[config.mk]
export PLATFORM = sky130hd
export DESIGN_NAME = sorted_insertion_list
export DESIGN_NICKNAME = d
export VERILOG_FILES = /design/src/hdl/sil_pkg.sv /design/src/hdl/sil_cell.sv /design/src/hdl/sorted_insertion_list.sv
export SDC_FILE = /design/constraint.sdc
export NUM_CORES = 2
export LEC_CHECK = 0
export BUFFER_PORTS_ARGS = -buffer_cell sky130_fd_sc_hd__buf_2
export CORE_ASPECT_RATIO = 1.25
export CORE_MARGIN = 2
export CORE_UTILIZATION = 40
export CTS_CLUSTER_DIAMETER = 150
export DETAILED_ROUTE_END_ITERATION = 16
export PLACE_DENSITY_LB_ADDON = 0.05
export SETUP_SLACK_MARGIN = 0.1
export SYNTH_ARGS = -nofsm -noshare
export SYNTH_HDL_FRONTEND = slang
export SYNTH_SLANG_ARGS = --single-unit
[constraint.sdc]
create_clock -name clock -period 10.23 [get_ports clock]
set_clock_uncertainty 0.05 [all_clocks]
set_input_delay 2.046 -clock clock [delete_from_list [all_inputs] [get_ports clock]]
set_output_delay 2.046 -clock clock [all_outputs]
set_load 0.01 [all_outputs]
[src/hdl/sil_pkg.sv]
// Shared types and codes for the sorted insertion list.
`default_nettype none
package sil_pkg;

   localparam int DATA_W = 32;

   localparam logic OP_INSERT = 1'b0;
   localparam logic OP_DUMP   = 1'b1;

   typedef logic signed [DATA_W-1:0] data_type;

   typedef struct packed {
      logic insert;
      logic rotate;
   } cell_ctrl_type;

endpackage
`default_nettype wire

[src/hdl/sil_cell.sv]
// One storage cell of the sorted chain: compare, shift on insert, rotate on dump.
`default_nettype none
module sil_cell (
   input  wire                    clock,
   input  sil_pkg::cell_ctrl_type ctrl,
   input  sil_pkg::data_type      ins_value,
   input  wire                    occupied,
   input  wire                    prev_ge,
   input  sil_pkg::data_type      prev_value,
   input  sil_pkg::data_type      rot_value,
   output logic                   ge,
   output sil_pkg::data_type      value
);
   import sil_pkg::*;

   data_type value_ff;
   data_type value_in;

   assign ge    = !occupied || (value_ff >= ins_value);
   assign value = value_ff;

   always_comb begin
      value_in = value_ff;
      if (ctrl.insert) begin
         if (prev_ge) begin
            value_in = prev_value;
         end else if (ge) begin
            value_in = ins_value;
         end
      end else if (ctrl.rotate) begin
         value_in = rot_value;
      end
   end

   always_ff @(posedge clock) begin
      value_ff <= value_in;
   end

endmodule
`default_nettype wire

[src/hdl/sorted_insertion_list.sv]
// Top level of the sorted insertion list: cell chain, insert and dump control.
//
//   channel | dir | tdata         | tuser          | tlast
//   req_    | in  | [31:0] value  | [0] operation  | -
//   rsp_    | out | [31:0] sorted | [0] overflowed | last of dump
//
// On insert, all cells compare the new value at once and shift.
// Dump holds req_tready low from its beat until the last result beat is loaded; result
// beats follow one per cycle while rsp_tready stays high, and a stall holds the dump.
// Dump of an empty store returns no result beat.
// The chain rotates once per result beat and is back in place after the last beat.
// Reset empties the store and clears overflow.
// A stalled result holds its beat; an insert may proceed under a stalled last beat.
`default_nettype none
module sorted_insertion_list #(
   parameter int CAPACITY = 16
) (
   input  wire         clock,
   input  wire         reset,
   input  wire         req_tvalid,
   output logic        req_tready,
   input  wire  [31:0] req_tdata,   // [31:0] value
   input  wire  [0:0]  req_tuser,   // [0] operation
   output logic        rsp_tvalid,
   input  wire         rsp_tready,
   output logic [31:0] rsp_tdata,   // [31:0] sorted_value
   output logic        rsp_tlast,
   output logic [0:0]  rsp_tuser    // [0] overflowed
);
   import sil_pkg::*;

   localparam int CNT_W = $clog2(CAPACITY + 1);

   localparam logic ST_IDLE = 1'b0;
   localparam logic ST_DUMP = 1'b1;

   logic              state_ff, state_in;
   logic [CNT_W-1:0]  count_ff, count_in;
   logic [CNT_W-1:0]  remain_ff, remain_in;
   logic              overflow_ff, overflow_in;
   logic              rsp_valid_ff, rsp_valid_in;
   data_type          rsp_data_ff, rsp_data_in;
   logic              rsp_last_ff, rsp_last_in;
   logic              rsp_user_ff, rsp_user_in;

   cell_ctrl_type     ctrl;
   data_type          ins_value;
   logic              accept;
   logic              full;
   logic              load;
   data_type          cell_value [CAPACITY];
   logic              cell_ge    [CAPACITY];

   assign req_tready = (state_ff == ST_IDLE);
   assign accept     = req_tvalid && req_tready;
   assign full       = (count_ff == CNT_W'(CAPACITY));
   assign ins_value  = data_type'(req_tdata);
   assign load       = (state_ff == ST_DUMP) && (!rsp_valid_ff || rsp_tready);

   assign ctrl.insert = accept && (req_tuser[0] == OP_INSERT) && !full;
   assign ctrl.rotate = load;

   for (genvar i = 0; i < CAPACITY; i++) begin : g_cell
      logic     occupied;
      logic     prev_ge;
      data_type prev_value;
      data_type rot_value;

      assign occupied = (count_ff > CNT_W'(i));

      if (i == 0) begin : g_head
         assign prev_ge    = 1'b0;
         assign prev_value = ins_value;
      end else begin : g_body
         assign prev_ge    = cell_ge[i-1];
         assign prev_value = cell_value[i-1];
      end

      if (i == CAPACITY - 1) begin : g_end
         assign rot_value = cell_value[0];
      end else begin : g_mid
         assign rot_value = (count_ff == CNT_W'(i + 1)) ? cell_value[0] : cell_value[i+1];
      end

      sil_cell u_cell (
         .clock      (clock),
         .ctrl       (ctrl),
         .ins_value  (ins_value),
         .occupied   (occupied),
         .prev_ge    (prev_ge),
         .prev_value (prev_value),
         .rot_value  (rot_value),
         .ge         (cell_ge[i]),
         .value      (cell_value[i])
      );
   end

   always_comb begin
      state_in     = state_ff;
      count_in     = count_ff;
      remain_in    = remain_ff;
      overflow_in  = overflow_ff;
      rsp_valid_in = rsp_valid_ff;
      rsp_data_in  = rsp_data_ff;
      rsp_last_in  = rsp_last_ff;
      rsp_user_in  = rsp_user_ff;

      if (rsp_valid_ff && rsp_tready) begin
         rsp_valid_in = 1'b0;
      end

      case (state_ff)
         ST_IDLE: begin
            if (accept) begin
               if (req_tuser[0] == OP_INSERT) begin
                  if (full) begin
                     overflow_in = 1'b1;
                  end else begin
                     count_in = count_ff + CNT_W'(1);
                  end
               end else if (count_ff != '0) begin
                  remain_in = count_ff;
                  state_in  = ST_DUMP;
               end
            end
         end
         ST_DUMP: begin
            if (load) begin
               rsp_valid_in = 1'b1;
               rsp_data_in  = cell_value[0];
               rsp_last_in  = (remain_ff == CNT_W'(1));
               rsp_user_in  = overflow_ff;
               remain_in    = remain_ff - CNT_W'(1);
               if (remain_ff == CNT_W'(1)) begin
                  state_in = ST_IDLE;
               end
            end
         end
         default: begin
            state_in = ST_IDLE;
         end
      endcase
   end

   always_ff @(posedge clock) begin
      if (reset) begin
         state_ff     <= ST_IDLE;
         count_ff     <= '0;
         remain_ff    <= '0;
         overflow_ff  <= 1'b0;
         rsp_valid_ff <= 1'b0;
      end else begin
         state_ff     <= state_in;
         count_ff     <= count_in;
         remain_ff    <= remain_in;
         overflow_ff  <= overflow_in;
         rsp_valid_ff <= rsp_valid_in;
      end
   end

   always_ff @(posedge clock) begin
      rsp_data_ff <= rsp_data_in;
      rsp_last_ff <= rsp_last_in;
      rsp_user_ff <= rsp_user_in;
   end

   assign rsp_tvalid   = rsp_valid_ff;
   assign rsp_tdata    = rsp_data_ff;
   assign rsp_tlast    = rsp_last_ff;
   assign rsp_tuser[0] = rsp_user_ff;

endmodule
`default_nettype wire

# Word level (Yosys, flattened, before mapping)
# Cells that the tools add are included.
[totals]
reg_bits = 559
out_inout_bits = 36
elab_cells = 253
[op_classes]
n_addsub = 2
order_cmp = 32
eq_ne = 38
muxes = 92
bitwise = 3
reduce_logical = 62
[ops]
columns = ["operator", "n"]
rows = [
  ["32-bit two-way mux", 78],
  ["32-bit >= comparator", 16],
  ["3-bit by 1-bit inequality test with 1-bit output (second input constant)", 15],
  ["5-bit by 4-bit equality test with 1-bit output (second input constant)", 8],
  ["5-bit by 4-bit > comparator with 1-bit output (second input constant)", 8],
  ["2-bit AND reduction", 16],
  ["5-bit by 3-bit equality test with 1-bit output (second input constant)", 4],
  ["5-bit by 3-bit > comparator with 1-bit output (second input constant)", 4],
  ["5-bit two-way mux", 4],
  ["1-bit logical NOT", 18],
  ["1-bit logical OR", 17],
  ["4-bit AND reduction", 3],
  ["5-bit by 1-bit equality test with 1-bit output (second input constant)", 2],
  ["5-bit by 2-bit equality test with 1-bit output (second input constant)", 2],
  ["5-bit by 1-bit > comparator with 1-bit output (second input constant)", 2],
  ["5-bit by 2-bit > comparator with 1-bit output (second input constant)", 2],
  ["2-bit by 1-bit inequality test with 1-bit output (second input constant)", 5],
  ["5-bit case mux with 2 select lines", 1],
  ["1-bit two-way mux", 8],
  ["5-bit by 1-bit adder with 5-bit output (second input constant)", 1],
  ["5-bit equality test (second input constant)", 1],
  ["1-bit logical AND", 5],
  ["5-bit nonzero test", 1],
  ["5-bit by 1-bit subtractor with 5-bit output (second input constant)", 1],
  ["5 further kinds", 7],
]

# Depth between registers and ports, before layout
[logic_depth]
depth_word = 6
depth_mapped = 12
mapped_depth_nobuf = 10

# By module
# A second synthesis with hierarchy kept.
[unflattened]
hier_cells = 4964
hier_area_um2 = 47705.8
[modules_own_cells]
columns = ["module", "n_inst", "cells_per_inst", "area_per_inst_um2", "seq_area_each_um2"]
rows = [
  ["sil_cell at g_cell[0].u_cell ...", 15, 264, 2492.4, 960.9],
  ["sorted_insertion_list", 1, 739, 7816.2, 1281.2],
  ["sil_cell at g_cell[15].u_cell", 1, 265, 2503.7, 960.9],
]

# Least setup slack after synthesis
# No wires, ideal clock.
[synth_timing]
path_kind = "input -> register"
start = "input port req_tdata[5]"
end = "register g_cell[11].u_cell.value_ff[0] (enable)"
setup_time_ps = 441
arrival_time_ps = 6122
t_required_ps = 9739
setup_slack_ps = 3617
stages = 11
n_path_buf = 2
path_cell_list = "inv_1 > ha_1 > a21o_1 > a221o_1 > a221oi_1 > nor4_1 > a211oi_1 > mux2i_1 > clkbuf_1 > clkbuf_1 > a31oi_1"
[synth_via]
elab_chain_len = 4
elab_cells_between_ends = 6
classes_between = "2 x order compare; 1 x eq/ne; 3 x reduce/logical"
[synth_rtl]
columns = ["element", "line_no", "rtl"]
rows = [
  ["from (decl)", "sorted_insertion_list.sv:22", "input wire [31:0] req_tdata,"],
  ["32-bit >= comparator", "sil_cell.sv:19", "assign ge = !occupied || (value_ff >= ins_value);"],
  ["1-bit logical OR", "sil_cell.sv:19", ""],
  ["3-bit by 1-bit inequality test with 1-bit output (no line) *", "n/a", ""],
  ["2-bit AND reduction (no line) *", "n/a", ""],
  ["to (signal assigned)", "sil_cell.sv:36", "value_ff <= value_in;"],
  ["to (decl)", "sil_cell.sv:16", "data_type value_ff;"],
]
# Every way passes the cells marked *; elsewhere a longest branch is shown, timed or not.
# A chain may end at the register's enable or synchronous reset.

# Worst setup path in the final report
[layout_timing]
start = "input port req_tdata[5]"
end = "register g_cell[9].u_cell.value_ff[23] (enable)"
[layout_via]
elab_chain_len = 4
elab_cells_between_ends = 6
classes_between = "2 x order compare; 1 x eq/ne; 3 x reduce/logical"
[layout_rtl]
columns = ["element", "line_no"]
rows = [
  ["32-bit >= comparator", "sil_cell.sv:19"],
  ["1-bit logical OR", "sil_cell.sv:19"],
  ["3-bit by 1-bit inequality test with 1-bit output (no line) *", "n/a"],
  ["2-bit AND reduction (no line) *", "n/a"],
  ["to (signal assigned)", "sil_cell.sv:36"],
  ["to (decl)", "sil_cell.sv:16"],
]
# Marked as above.

==> results by group <==
Detailed routing
  • Wirelength per Cell: 37.4 µm
  • Vias per Instance: 6.96
  • DR pass1 iterations: 6
  • Antenna Nets Post-Route: 0
  • Vias: 37.1k
  • DRT Wirelength: 199,000 µm
  • Initial DRC Count: 4,729
  • DRC: 0

Synth
  • Most common cell in the synthesized netlist: edfxtp_1
  • Yosys warning count: 0
  • Synth Cell Area: 41,800 µm²
  • Main area contributors after synthesis: edfxtp_1, ha_1, mux2i_1
  • Post-synth EDFFs: 546
  • Ys flop type: edfxtp_1
  • Sequential share of the synthesized area: 39.8%
  • Synth cell count leaders: edfxtp_1, ha_1, mux2i_1, nor3_1, a221oi_1
  • Mapped Avg Cell Area: 10.5 µm²
  • Synth cell types: 60
  • Number of synthesized register bits: 559
  • Post-synthesis net count: 4,535
  • Yosys top cell area share: 39.2%
  • FFs w/ async S/R, synth: 0%
  • Area leader, netlist: edfxtp_1
  • Mapped Cells: 3,979

Timing
  • Period utilization: 65.8%
  • Final Hold Viols: 0
  • Slew @ Worst Pin: 1400 ps
  • Slew Viols, Final: 0
  • Unrepaired setup endpoints after global routing: no
  • Fmax: 148 MHz
  • Worst slew margin: 5.69%
  • Endpoints failing setup: 0
  • Fin Setup TNS: 0 ps
  • Tmin final: 6730 ps

Outcome
  • Status: finished clean

Placed design
  • IO buf count: 72
  • Post-DP HPWL: 137,000 µm
  • GPL Wtd Cong: 0.947

Setup path
  • Critical setup path kind: in2reg
  • Critical path fanouts, max: 34
  • CP Capture Type: flop
  • CP Buf/Inv Count: 4
  • R2R depth: 9
  • Crit path required time: 10,490 ps
  • CP delay by family, top: compound AO/OA/AOI/OAI gates
  • Slowest stage delay, CP: 1060 ps
  • Crit. path cell count: 12
  • Crit-path cells: buf_2 > inv_1 > buf_4 > ha_1 > a21oi_1 > o21ai_0 > a221oi_1 > o211ai_1 > a21oi_1 > mux2_4 > a31oi_4 > buf_4
  • Worst path slowest cell: a221oi_1
  • Crit start category: primary input
  • Worst EP arrival: 6990 ps

Die
  • Die width: 293 µm
  • Full die area: 107,000 µm²
  • Initial core utilization: 40.3%
  • Number of top-level pins: 73
  • CORE AREA: 104,000 µm²
  • Row count: 132
  • Die Ht: 366 µm

Clocking
  • Sink Count: 559
  • Clock root buffer master: clkbuf_16
  • Clk buf depth: 3
  • CTS tree: yes
  • Num CTS Buffers: 70
  • Reg clk slew, reported paths: 50 ps
  • Post-CTS Setup Bufs: 0
  • H-tree depth: 3
  • Clk_lat worst skew: 670 ps
  • Hold Buf Count CTS: 0
  • # resized after CTS: 0

Power and ir drop
  • PD cells: 166 nW/µm²
  • Pleak: 17.8 nW
  • Max VDD drop: 136 µV

GRT
  • Largest net degree at the start of global routing: 178
  • First-pass GRT wire length: 276,000 µm
  • Initial antenna violation count: 10
  • Total congestion overflow: 0
  • Vias in the first global route: 34.6k
  • Overall Global Routing Usage: 36.5%

Cells and area
  • Layout area overhead: 11.0%
  • # nets final: 4,496
  • Fin util: 44.8%
  • Layout cells sized above 1: 11.1%
  • Fillcell total: 9,772

Worst hold path
  • Hold depth: 0
  • Hold Path Class: reg2reg

Job
  • Max Cap Viol: 0
==> through the flow <==
| step | area (µm²) | setup WS [ps] | cells | hold WS (ps) | total power (W) |
|---|---|---|---|---|---|
| after floorplan | 41800 | 3620 | 3979 | 359 | 0.00422 |
| after global placement | 44200 | 3070 | 5208 | 372 | 0.00509 |
| after detailed placement | 44200 | 3070 | 5208 | 374 | 0.00510 |
| after CTS | 46400 | 3770 | 5329 | 390 | 0.00768 |
| after global routing | 46400 | 3480 | 5329 | 413 | 0.00797 |
| final | 46400 | 3500 | 5331 | 387 | 0.00772 |
==> layout by cell type, fill, tap and decap left out, drive strengths merged, types with 6 or more instances in the layout <==
cell    instances
nor2          135
nor3          375
a2111o          6
or3             7
ha            519
and4            8
a21o           65
o221a          31
and3            8
a221o          38
a31oi          13
edfxtp        546
nand2b         14
bufinv          8
nor4           26
a21oi         315
clkbuf         88
o21ai         124
dfxtp          13
o21a            7
a211oi         14
nand3          43
buf           222
inv            75
nand4         115
clkinv         25
nand2         217
and2            7
o211ai         31
nor2b          19
a221oi        367
mux2i         454
==> where the power goes <==
group | switching (W) | internal [W] | total (W)
combinational | 0.00132 | 0.000638 | 0.00196
sequential | 0.000295 | 0.00287 | 0.00316
clock | 0.00110 | 0.00150 | 0.00260
==> path summary, 6_finish.rpt <==
kind	startpoint	endpoint	slack [ps]
hold reg to reg	overflow_ff$_SDFFE_PP0P_	rsp_tuser$_DFFE_PP_	390
setup / recovery	req_tdata[5]	g_cell[9].u_cell.value[23]$_DFFE_PP_	3500
hold / removal	overflow_ff$_SDFFE_PP0P_	rsp_tuser$_DFFE_PP_	390
setup reg to reg	g_cell[8].u_cell.value[5]$_DFFE_PP_	g_cell[9].u_cell.value[23]$_DFFE_PP_	4980
==> routing by layer <==
| metal | track usage (%) | vias to the layer above | share of wire, % |
|---|---|---|---|
| met4 | 17.5 | 8 | 5.2 |
| met3 | 7.25 | 421 | 8.8 |
| li1 | - | 15964 | - |
| met5 | 0 | - | 0.026 |
| met2 | 56.9 | 1989 | 44 |
| met1 | 48.6 | 18711 | 42 |
==> logic make-up after synthesis <==
kind of cell               Yosys count  synth area share (%)
AOI/OAI and AO/OA                 1042                  18.2
muxes                              456                  10.9
xor gates and xnor gates             4                0.0837
buffers and inverters              409                  3.90
adders and majority gates          519                  15.5
DFF                                559                  39.8
and+or+nand+nor                    990                  11.6
==> flip-flops by register name (all words and copies together), names as in the netlist <==
register and count:
count_ff 5, rsp_tuser 1, remain_ff 5, g_cell.u_cell.value 512, rsp_tdata 32, state_ff 1
rsp_tlast 1, overflow_ff 1, rsp_tvalid 1
==> cell type report <==
cell class                 count  area [µm²]  area share [%]
multi-input combinational   3011       24000            51.8
sequential                   559       16700            35.9
clock inverter                33         353           0.760
antenna                        2        5.00          0.0108
inverter                      76         285           0.614
clock buffer                  88        1880            4.05
timing repair buffer         222        1550            3.34
tap                         1340        1680            3.61
Power figures use the tool's default switching activity.
